[config.mk]
export PLATFORM = sky130hd
export DESIGN_NAME = gb18030_glyph_index_decoder_unit
export DESIGN_NICKNAME = d
export VERILOG_FILES = /design/src/design/gbd_pkg.sv /design/src/design/gbd_front.sv /design/src/design/gbd_queue.sv /design/src/design/gbd_back.sv /design/src/design/gb18030_glyph_index_decoder_unit.sv
export SDC_FILE = /design/constraint.sdc
export NUM_CORES = 1
export LEC_CHECK = 0
export ABC_AREA = 1
export BUFFER_PORTS_ARGS = -buffer_cell sky130_fd_sc_hd__buf_2
export CORE_AREA = 8 8 429 263
export CTS_CLUSTER_SIZE = 14
export DETAILED_ROUTE_END_ITERATION = 16
export DIE_AREA = 0 0 437 271
export PLACE_DENSITY = 0.55
export SETUP_SLACK_MARGIN = 0.2
export SLEW_MARGIN = 20
export SYNTH_ARGS = -nofsm -noshare
export SYNTH_HDL_FRONTEND = slang
export SYNTH_HIERARCHICAL = 1
export SYNTH_SLANG_ARGS = --single-unit
[constraint.sdc]
create_clock -name clock -period 10 [get_ports clock]
set_input_delay 1 -clock clock [delete_from_list [all_inputs] [get_ports clock]]
set_output_delay 1 -clock clock [all_outputs]
set_load 0.01 [all_outputs]
[src/design/gbd_pkg.sv]
package gbd_pkg;

   localparam int BYTE_W  = 8;
   localparam int INDEX_W = 15;
   localparam int ADDR_W  = 24;
   localparam int CSR_INDEX_W = 2;

   localparam logic [CSR_INDEX_W-1:0] CSR_LANGUAGE_MODE   = 2'd0;
   localparam logic [CSR_INDEX_W-1:0] CSR_FONT_SELECT     = 2'd1;
   localparam logic [CSR_INDEX_W-1:0] CSR_BASE_ADDR_LARGE = 2'd2;
   localparam logic [CSR_INDEX_W-1:0] CSR_BASE_ADDR_SMALL = 2'd3;

   localparam int QUEUE_DEPTH = 4;
   localparam int QUEUE_PTR_W = $clog2(QUEUE_DEPTH);

   typedef struct packed {
      logic              language_mode;
      logic              font_select;
      logic [ADDR_W-1:0] base_addr_large;
      logic [ADDR_W-1:0] base_addr_small;
   } cfg_type;

   typedef struct packed {
      logic              glyph;
      logic              four;
      logic [BYTE_W-1:0] b0;
      logic [BYTE_W-1:0] b1;
      logic [BYTE_W-1:0] b2;
      logic [BYTE_W-1:0] b3;
      logic              last;
   } cmd_type;

endpackage

[src/design/gbd_front.sv]
module gbd_front (
   input  logic                   clock,
   input  logic                   reset,
   input  gbd_pkg::cfg_type       cfg,
   input  logic                   req_push,
   output logic                   req_full,
   input  logic [7:0]             req_in_byte,
   output logic                   q_push,
   input  logic                   q_full,
   output gbd_pkg::cmd_type       q_data
);
   import gbd_pkg::*;

   typedef enum logic [1:0] {
      TAIL_NONE   = 2'd0,
      TAIL_SINGLE = 2'd1,
      TAIL_GLYPH  = 2'd2
   } tail_type;

   logic [BYTE_W-1:0] h1_ff, h2_ff, h3_ff;
   logic [BYTE_W-1:0] h1_in, h2_in, h3_in;
   logic [1:0]        hc_ff, hc_in;
   cmd_type           pend_ff [4];
   cmd_type           pend_in [4];
   logic [2:0]        cnt_ff, cnt_in;

   logic [BYTE_W-1:0] b;
   logic [BYTE_W-1:0] held [3];
   logic              is_lead, two_ok, digit, reparse, four, accept, drain;
   logic [1:0]        flush_n;
   logic [2:0]        n;
   tail_type          tail;
   cmd_type           glyph_cmd;

   assign b       = req_in_byte;
   assign held[0] = h1_ff;
   assign held[1] = h2_ff;
   assign held[2] = h3_ff;
   assign is_lead = (b >= 8'h81) && (b <= 8'hFE);
   assign two_ok  = ((b >= 8'h40) && (b <= 8'h7E)) || ((b >= 8'h80) && (b <= 8'hFE));
   assign digit   = (b >= 8'h30) && (b <= 8'h39);

   assign drain    = (cnt_ff != 3'd0) && !q_full;
   assign q_push   = drain;
   assign q_data   = pend_ff[0];
   assign req_full = (cnt_ff > 3'd1) || ((cnt_ff == 3'd1) && q_full);
   assign accept   = req_push && !req_full;

   always_comb begin
      flush_n = 2'd0;
      tail    = TAIL_NONE;
      four    = 1'b0;
      reparse = 1'b0;
      hc_in   = 2'd0;
      h1_in   = h1_ff;
      h2_in   = h2_ff;
      h3_in   = h3_ff;
      if (!cfg.language_mode) begin
         flush_n = hc_ff;
         tail    = TAIL_SINGLE;
      end else begin
         unique case (hc_ff)
            2'd0: reparse = 1'b1;
            2'd1: begin
               if (two_ok) begin
                  tail = TAIL_GLYPH;
               end else if (digit) begin
                  h2_in = b;
                  hc_in = 2'd2;
               end else begin
                  flush_n = 2'd1;
                  reparse = 1'b1;
               end
            end
            2'd2: begin
               if (is_lead) begin
                  h3_in = b;
                  hc_in = 2'd3;
               end else begin
                  flush_n = 2'd2;
                  reparse = 1'b1;
               end
            end
            2'd3: begin
               if (digit) begin
                  tail = TAIL_GLYPH;
                  four = 1'b1;
               end else begin
                  flush_n = 2'd3;
                  reparse = 1'b1;
               end
            end
         endcase
      end
      if (reparse) begin
         if (is_lead) begin
            h1_in = b;
            hc_in = 2'd1;
         end else begin
            tail = TAIL_SINGLE;
         end
      end
   end

   assign n = {1'b0, flush_n} + ((tail != TAIL_NONE) ? 3'd1 : 3'd0);

   always_comb begin
      glyph_cmd       = '0;
      glyph_cmd.glyph = 1'b1;
      glyph_cmd.four  = four;
      glyph_cmd.b0    = h1_ff;
      glyph_cmd.b1    = four ? h2_ff : b;
      glyph_cmd.b2    = h3_ff;
      glyph_cmd.b3    = b;
   end

   always_comb begin
      for (int i = 0; i < 4; i++) begin
         pend_in[i] = '0;
         if (accept) begin
            if (i < int'(flush_n)) begin
               pend_in[i].b0 = held[i % 3];
            end else if ((i == int'(flush_n)) && (tail == TAIL_GLYPH)) begin
               pend_in[i] = glyph_cmd;
            end else begin
               pend_in[i].b0 = b;
            end
            pend_in[i].last = (3'(i) == (n - 3'd1));
         end else if (drain && (i < 3)) begin
            pend_in[i] = pend_ff[(i + 1) % 4];
         end else begin
            pend_in[i] = pend_ff[i];
         end
      end
   end

   always_comb begin
      if (accept) begin
         cnt_in = n;
      end else if (drain) begin
         cnt_in = cnt_ff - 3'd1;
      end else begin
         cnt_in = cnt_ff;
      end
   end

   always_ff @(posedge clock) begin
      if (reset) begin
         cnt_ff <= 3'd0;
         hc_ff  <= 2'd0;
         h1_ff  <= '0;
         h2_ff  <= '0;
         h3_ff  <= '0;
      end else begin
         cnt_ff <= cnt_in;
         if (accept) begin
            hc_ff <= hc_in;
            h1_ff <= h1_in;
            h2_ff <= h2_in;
            h3_ff <= h3_in;
         end
      end
   end

   always_ff @(posedge clock) begin
      pend_ff <= pend_in;
   end

endmodule

[src/design/gbd_queue.sv]
module gbd_queue (
   input  logic             clock,
   input  logic             reset,
   input  logic             push,
   output logic             full,
   input  gbd_pkg::cmd_type push_data,
   input  logic             pop,
   output logic             empty,
   output gbd_pkg::cmd_type pop_data
);
   import gbd_pkg::*;

   cmd_type                store_ff [QUEUE_DEPTH];
   logic [QUEUE_PTR_W-1:0] wr_ff, wr_in, rd_ff, rd_in;
   logic [QUEUE_PTR_W:0]   count_ff, count_in;
   logic                   do_push, do_pop;

   assign full     = (count_ff == (QUEUE_PTR_W+1)'(QUEUE_DEPTH));
   assign empty    = (count_ff == '0);
   assign do_push  = push && !full;
   assign do_pop   = pop && !empty;
   assign pop_data = store_ff[rd_ff];
   assign wr_in    = do_push ? wr_ff + 1'b1 : wr_ff;
   assign rd_in    = do_pop ? rd_ff + 1'b1 : rd_ff;

   always_comb begin
      count_in = count_ff;
      if (do_push && !do_pop) begin
         count_in = count_ff + 1'b1;
      end else if (do_pop && !do_push) begin
         count_in = count_ff - 1'b1;
      end
   end

   always_ff @(posedge clock) begin
      if (reset) begin
         wr_ff    <= '0;
         rd_ff    <= '0;
         count_ff <= '0;
      end else begin
         wr_ff    <= wr_in;
         rd_ff    <= rd_in;
         count_ff <= count_in;
      end
   end

   always_ff @(posedge clock) begin
      if (do_push) begin
         store_ff[wr_ff] <= push_data;
      end
   end

endmodule

[src/design/gbd_back.sv]
module gbd_back #(
   parameter int GLYPH_BYTES_LARGE = 72,
   parameter int GLYPH_BYTES_SMALL = 32
) (
   input  logic                   clock,
   input  logic                   reset,
   input  gbd_pkg::cfg_type       cfg,
   input  logic                   q_empty,
   output logic                   q_pop,
   input  gbd_pkg::cmd_type       q_data,
   output logic                   rsp_empty,
   input  logic                   rsp_pop,
   output logic                   rsp_kind,
   output logic [7:0]             rsp_char_code,
   output logic [14:0]            rsp_glyph_index,
   output logic [23:0]            rsp_glyph_addr,
   output logic                   rsp_last
);
   import gbd_pkg::*;

   localparam int SIZE_MAX = (GLYPH_BYTES_LARGE > GLYPH_BYTES_SMALL) ?
                             GLYPH_BYTES_LARGE : GLYPH_BYTES_SMALL;
   localparam int SIZE_W   = $clog2(SIZE_MAX + 1);
   localparam int PROD_W   = INDEX_W + SIZE_W;

   function automatic logic [INDEX_W-1:0] index_two(logic [7:0] c1, logic [7:0] c2);
      logic [15:0] a2;
      logic [15:0] r;
      a2 = (c2 > 8'h7F) ? 16'(c2) - 16'd1 : 16'(c2);
      if ((c1 >= 8'hA1) && (c1 <= 8'hA9) && (c2 >= 8'hA1)) begin
         r = (16'(c1) - 16'hA1) * 16'd94 + (16'(c2) - 16'hA1);
      end else if ((c1 >= 8'hA8) && (c1 <= 8'hA9) && (c2 < 8'hA1)) begin
         r = (16'(c1) - 16'hA8) * 16'd96 + (a2 - 16'h40) + 16'd846;
      end else if ((c1 >= 8'hB0) && (c1 <= 8'hF7) && (c2 >= 8'hA1)) begin
         r = (16'(c1) - 16'hB0) * 16'd94 + (16'(c2) - 16'hA1) + 16'd1038;
      end else if ((c1 >= 8'h81) && (c1 <= 8'hA0)) begin
         r = (16'(c1) - 16'h81) * 16'd190 + (a2 - 16'h40) + 16'd7806;
      end else if ((c1 >= 8'hAA) && (c2 < 8'hA1)) begin
         r = (16'(c1) - 16'hAA) * 16'd96 + (a2 - 16'h40) + 16'd13886;
      end else begin
         r = '0;
      end
      return r[INDEX_W-1:0];
   endfunction

   function automatic logic [INDEX_W-1:0] index_four(logic [7:0] c1, logic [7:0] c2,
                                                     logic [7:0] c3, logic [7:0] c4);
      logic [15:0] r;
      if ((c1 == 8'h81) && (c2 == 8'h39) && (c3 == 8'hEE) && (c4 == 8'h39)) begin
         r = 16'd22046;
      end else if ((c1 == 8'h81) && (c2 == 8'h39) && (c3 >= 8'hEF)) begin
         r = (16'(c3) - 16'hEF) * 16'd10 + (16'(c4) - 16'h30) + 16'd22047;
      end else if ((c1 == 8'h82) && (((c2 >= 8'h30) && (c2 <= 8'h34) && (c3 >= 8'h81)
                   && (c3 <= 8'hFE)) || ((c2 == 8'h35) && (c3 >= 8'h81)
                   && (c3 <= 8'h87)))) begin
         r = (16'(c2) - 16'h30) * 16'd1260 + (16'(c3) - 16'h81) * 16'd10
             + (16'(c4) - 16'h30) + 16'd22207;
      end else begin
         r = '0;
      end
      return r[INDEX_W-1:0];
   endfunction

   logic               a_valid_ff, a_valid_in;
   logic               a_kind_ff;
   logic [7:0]         a_char_ff;
   logic [INDEX_W-1:0] a_idx_ff, a_idx_in;
   logic               a_last_ff;
   logic               b_valid_ff, b_valid_in;
   logic               b_kind_ff;
   logic [7:0]         b_char_ff;
   logic [INDEX_W-1:0] b_idx_ff;
   logic [ADDR_W-1:0]  b_addr_ff, b_addr_in;
   logic               b_last_ff;
   logic               a_adv, b_adv;
   logic [SIZE_W-1:0]  size;
   logic [ADDR_W-1:0]  base;
   logic [PROD_W-1:0]  prod;

   assign b_adv      = !b_valid_ff || rsp_pop;
   assign a_adv      = !a_valid_ff || b_adv;
   assign q_pop      = a_adv && !q_empty;
   assign a_valid_in = a_adv ? !q_empty : a_valid_ff;
   assign b_valid_in = b_adv ? a_valid_ff : b_valid_ff;

   assign a_idx_in = !q_data.glyph ? '0 :
                     q_data.four   ? index_four(q_data.b0, q_data.b1, q_data.b2, q_data.b3) :
                                     index_two(q_data.b0, q_data.b1);

   assign size = cfg.font_select ? SIZE_W'(GLYPH_BYTES_SMALL) : SIZE_W'(GLYPH_BYTES_LARGE);
   assign base = cfg.font_select ? cfg.base_addr_small : cfg.base_addr_large;
   assign prod = PROD_W'(a_idx_ff) * PROD_W'(size);
   assign b_addr_in = a_kind_ff ? base + ADDR_W'(prod) : '0;

   always_ff @(posedge clock) begin
      if (reset) begin
         a_valid_ff <= 1'b0;
         b_valid_ff <= 1'b0;
      end else begin
         a_valid_ff <= a_valid_in;
         b_valid_ff <= b_valid_in;
      end
   end

   always_ff @(posedge clock) begin
      if (q_pop) begin
         a_kind_ff <= q_data.glyph;
         a_char_ff <= q_data.glyph ? 8'd0 : q_data.b0;
         a_idx_ff  <= a_idx_in;
         a_last_ff <= q_data.last;
      end
      if (b_adv && a_valid_ff) begin
         b_kind_ff <= a_kind_ff;
         b_char_ff <= a_char_ff;
         b_idx_ff  <= a_idx_ff;
         b_addr_ff <= b_addr_in;
         b_last_ff <= a_last_ff;
      end
   end

   assign rsp_empty       = !b_valid_ff;
   assign rsp_kind        = b_kind_ff;
   assign rsp_char_code   = b_char_ff;
   assign rsp_glyph_index = b_idx_ff;
   assign rsp_glyph_addr  = b_addr_ff;
   assign rsp_last        = b_last_ff;

endmodule

[src/design/gb18030_glyph_index_decoder_unit.sv]
// GB18030 byte stream decoder with glyph index and font store addressing.
// Request side: a queue-style push port. A byte is taken when req_push is
//   high and req_full is low.
// Response side: a queue-style pop port. The oldest word sits on the rsp_
//   ports while rsp_empty is low and leaves when rsp_pop is high.
// Register port: csr_valid/csr_ready with csr_index 0..3 (language mode,
//   font select, large font base, small font base); csr_ready is always high.
// Path: a word goes from the front-end pending register through the command
//   queue and the index and address stages to the response ports.
// Throughput: a byte holds the front end until the words it causes, up to
//   four, are written out. The front end writes one word a cycle while the
//   four-entry command queue has room; the back end decodes one word a cycle
//   through index and address stages unless a response waits for rsp_pop.
// Reset clears the registers, the held partial code and all queues.
// When rsp_pop stays low the back end holds its stages, the command queue
//   fills and req_full rises; no word is lost or repeated.
module gb18030_glyph_index_decoder_unit #(
   parameter int GLYPH_BYTES_LARGE = 72,
   parameter int GLYPH_BYTES_SMALL = 32
) (
   input  logic        clock,
   input  logic        reset,
   input  logic        req_push,
   output logic        req_full,
   input  logic [7:0]  req_in_byte,
   output logic        rsp_empty,
   input  logic        rsp_pop,
   output logic        rsp_kind,
   output logic [7:0]  rsp_char_code,
   output logic [14:0] rsp_glyph_index,
   output logic [23:0] rsp_glyph_addr,
   output logic        rsp_last,
   input  logic        csr_valid,
   output logic        csr_ready,
   input  logic [1:0]  csr_index,
   input  logic [23:0] csr_data
);
   import gbd_pkg::*;

   cfg_type cfg_ff;
   logic    q_push, q_full, q_pop, q_empty;
   cmd_type q_wdata, q_rdata;

   assign csr_ready = 1'b1;

   always_ff @(posedge clock) begin
      if (reset) begin
         cfg_ff <= '0;
      end else if (csr_valid) begin
         unique case (csr_index)
            CSR_LANGUAGE_MODE:   cfg_ff.language_mode   <= csr_data[0];
            CSR_FONT_SELECT:     cfg_ff.font_select     <= csr_data[0];
            CSR_BASE_ADDR_LARGE: cfg_ff.base_addr_large <= csr_data;
            CSR_BASE_ADDR_SMALL: cfg_ff.base_addr_small <= csr_data;
         endcase
      end
   end

   gbd_front u_front (
      .clock       (clock),
      .reset       (reset),
      .cfg         (cfg_ff),
      .req_push    (req_push),
      .req_full    (req_full),
      .req_in_byte (req_in_byte),
      .q_push      (q_push),
      .q_full      (q_full),
      .q_data      (q_wdata)
   );

   gbd_queue u_queue (
      .clock     (clock),
      .reset     (reset),
      .push      (q_push),
      .full      (q_full),
      .push_data (q_wdata),
      .pop       (q_pop),
      .empty     (q_empty),
      .pop_data  (q_rdata)
   );

   gbd_back #(
      .GLYPH_BYTES_LARGE (GLYPH_BYTES_LARGE),
      .GLYPH_BYTES_SMALL (GLYPH_BYTES_SMALL)
   ) u_back (
      .clock           (clock),
      .reset           (reset),
      .cfg             (cfg_ff),
      .q_empty         (q_empty),
      .q_pop           (q_pop),
      .q_data          (q_rdata),
      .rsp_empty       (rsp_empty),
      .rsp_pop         (rsp_pop),
      .rsp_kind        (rsp_kind),
      .rsp_char_code   (rsp_char_code),
      .rsp_glyph_index (rsp_glyph_index),
      .rsp_glyph_addr  (rsp_glyph_addr),
      .rsp_last        (rsp_last)
   );

endmodule

==> results.md <==
- Final WL: 94.0 mm
- DRC violations left: 0
- Top-count cell post-synth: inv_1
- Total CTS buffers: 47
- First-pass GRT wire length: 147 mm
- Clock root buffer: clkbuf_16
- Seq cells post-synth: about 440
- Drt pass-1 iters: 5
- Synth-to-Final Area Change: 9.47%
- TritonCTS clock tree: done
- Mapped Avg Cell Area: roughly 8.5 sq um
- Mapped Area: 0.0348 sq mm
- Crit path buf inv count: 13
- Fin Setup TNS: 0 ps
- PortBufs: 89
- CP top delay family: adder cells
- Fin. max-slew vios: 0
- Setup ws final: 1210 ps
- Die height: ~270 um
- WP data required: 10350 ps
- Htree depth: 2
- Worst-Margin Slew: 1030 ps
- RSZ-0062 raised after global routing: false
- DR iter-0 viols: 2312
- DP HPWL: 73.2 mm
- Area share of the largest cell type after synthesis: 0.305
- Vias: 26600
- Hold Crit Class: reg2reg
- Final Core Density: 0.359
- Fmax: 114 MHz
- Slowest CP cell: fa_1
- Final Hold Slack: 418 ps
- CTS Buffer Depth: 3
- Layout cells sized above 1: 0.0692
- Most used DFF post-synth: edfxtp_1
- Post-route minimum period: 8790 ps
- Post-synth EDFFs: around 350
- Initial core utilization: 0.328
- Synth top area cells: edfxtp_1 (31%), ha_1 (14%), inv_1 (8.2%)
- Critical Path AT: 9150 ps
- Area of the multi-input gates: 0.0187 sq mm
- Top cell type by total area after synthesis: edfxtp_1
- Filler cell count: 11000
- Gpl congestion: approximately 0.90
- CP endpoint kind: register
- Commonest cells post-synth: inv_1 (760), nand2_1 (753), ha_1 (402)
- Clock Pin Slew Worst Setup and Hold Paths: 60 ps
- Period utilization: 0.879
- Share of synthesized flip-flops with an asynchronous set or reset: 0
- Place WS: 1370 ps
- Final hold viol count: 0
- Setup Fix Bufs, Post-CTS: 0
- CP max FO: 70
- Initial antenna violation count: 3
- Resize count post-CTS: 0
- Max-Cap Viols: 0
- Gate Count Post-Synth: 4098
- Core region area: 0.106 sq mm
- Row Count: 93
- Slowest stage delay, CP: 530 ps
- Antenna Violating Nets Remaining: 0
- Skew final: approximately 32 ps
- Clk sink count: 444
- Synth cell types: 70
- Storage element area: 0.0124 sq mm
- Ys Warns: 6
- Total track usage: 0.155
- Final setup violating endpoints: 0
- Die area: around 0.12 sq mm
- CTS Hold Bufs: 0
- Wire per inst: 16.8 um
- Nets: 4709
- Die X: 437 um
- Slew margin rel.: 0.315
- Vias in the first global route: 25300
- Ports: 91
- Routed vias/inst: 4.74
- Largest net degree at the start of global routing: 76
- Overflow after GRT: 0
- Crit Path Category: reg2reg
- Clk_lat worst skew: 620 ps
- Status: finished clean
- Sequential fraction of the synthesis area: 0.357
- Critical path launch point type: register
==> per-stage QoR <==
stage,cell area (sq um),cells
4_1_cts,38100,5604
3_3_place_gp,36600,5516
6_report,38100,5606
5_1_grt,38100,5604
3_5_place_dp,36600,5516
2_1_floorplan,34900,4103
==> registers in the layout, indices dropped and copies added, names as in the netlist, 15 cells and up, named ones only <==
| name | flops |
|---|---|
| cfg_ff | 50 |
| u_back/a_idx_ff | 15 |
| u_front/pend_ff | 105 |
| u_back/rsp_glyph_index | 15 |
| u_front/q_data | 35 |
| u_queue/store_ff | 140 |
| u_back/rsp_glyph_addr | 24 |
==> area by class of cell <==
type,instances,share of cell area
Antenna cell,2,0.000131
Sequential cell,444,0.326
Clock inverter,23,0.00767
Multi-Input combinational cell,2745,0.491
Clock buffer,65,0.0337
Tap cell,1425,0.0467
Inverter,781,0.0769
Timing Repair Buffer,121,0.0180
==> per-layer routing <==
layer  routed length, um  part of all wire  vias up  GRT usage
li1                    -                 -    13400          -
met4                1570             0.017        0     0.0290
met3                7400             0.079       94     0.0339
met2               34300              0.37      734      0.202
met1               50700              0.54    12400      0.254
met5                   0                 0        -          0
==> path summary, 6_finish.rpt <==
| path | start | to | slack, ps | cells past startpoint |
|---|---|---|---|---|
| setup / recovery | register | u_back/a_idx_ff[14]$_SDFFCE_PN0P_ | 1210 | 48 |
| hold / removal | u_back/a_char_ff[7]$_SDFFCE_PP0P_ | u_back/rsp_char_code[7]$_DFFE_PP_ | 420 | 0 |
| setup reg to reg | register | u_back/a_idx_ff[14]$_SDFFCE_PN0P_ | 1210 | 48 |
| hold reg to reg | u_back/a_char_ff[7]$_SDFFCE_PP0P_ | u_back/rsp_char_code[7]$_DFFE_PP_ | 420 | 0 |
==> logic make-up (layout without fill, tap and decap cells) <==
group | count (synthesis) | count (layout) | share of synthesized area
AND/OR/NAND/NOR | 1365 | 1365 | 0.164
buffers and inverters | 914 | 990 | 0.108
AO/OA/AOI/OAI | 670 | 670 | 0.109
adder cells (fa/ha/maj) | 530 | 530 | 0.218
flip-flops | 444 | 444 | 0.357
XOR/XNOR | 167 | 167 | 0.0427
other | 4 | 11 | 0.000431
multiplexers | 4 | 4 | 0.00118
==> cells in the final DEF (no fill, tap or decap), types with 11 or more instances in the layout <==
| cell | n |
|---|---|
| a21oi_1 | 253 |
| a31oi_1 | 15 |
| buf_2 | 89 |
| buf_4 | 32 |
| clkbuf_1 | 14 |
| clkbuf_16 | 47 |
| dfxtp_1 | 89 |
| edfxtp_1 | 354 |
| fa_1 | 128 |
| ha_1 | 402 |
| inv_1 | 759 |
| inv_2 | 19 |
| nand2_1 | 752 |
| nand2_2 | 18 |
| nand3_1 | 142 |
| nand4_1 | 22 |
| nor2_1 | 349 |
| nor3_1 | 17 |
| nor4_1 | 11 |
| o211ai_1 | 26 |
| o21ai_0 | 204 |
| o21ai_1 | 31 |
| o21bai_1 | 18 |
| o22ai_1 | 39 |
| o31ai_1 | 14 |
| or2_2 | 11 |
| xnor2_1 | 51 |
| xor2_1 | 114 |
Power is left out: the tool's default activity adds up to more than one toggle a clock period on the data nets, which glitch-free logic cannot reach.
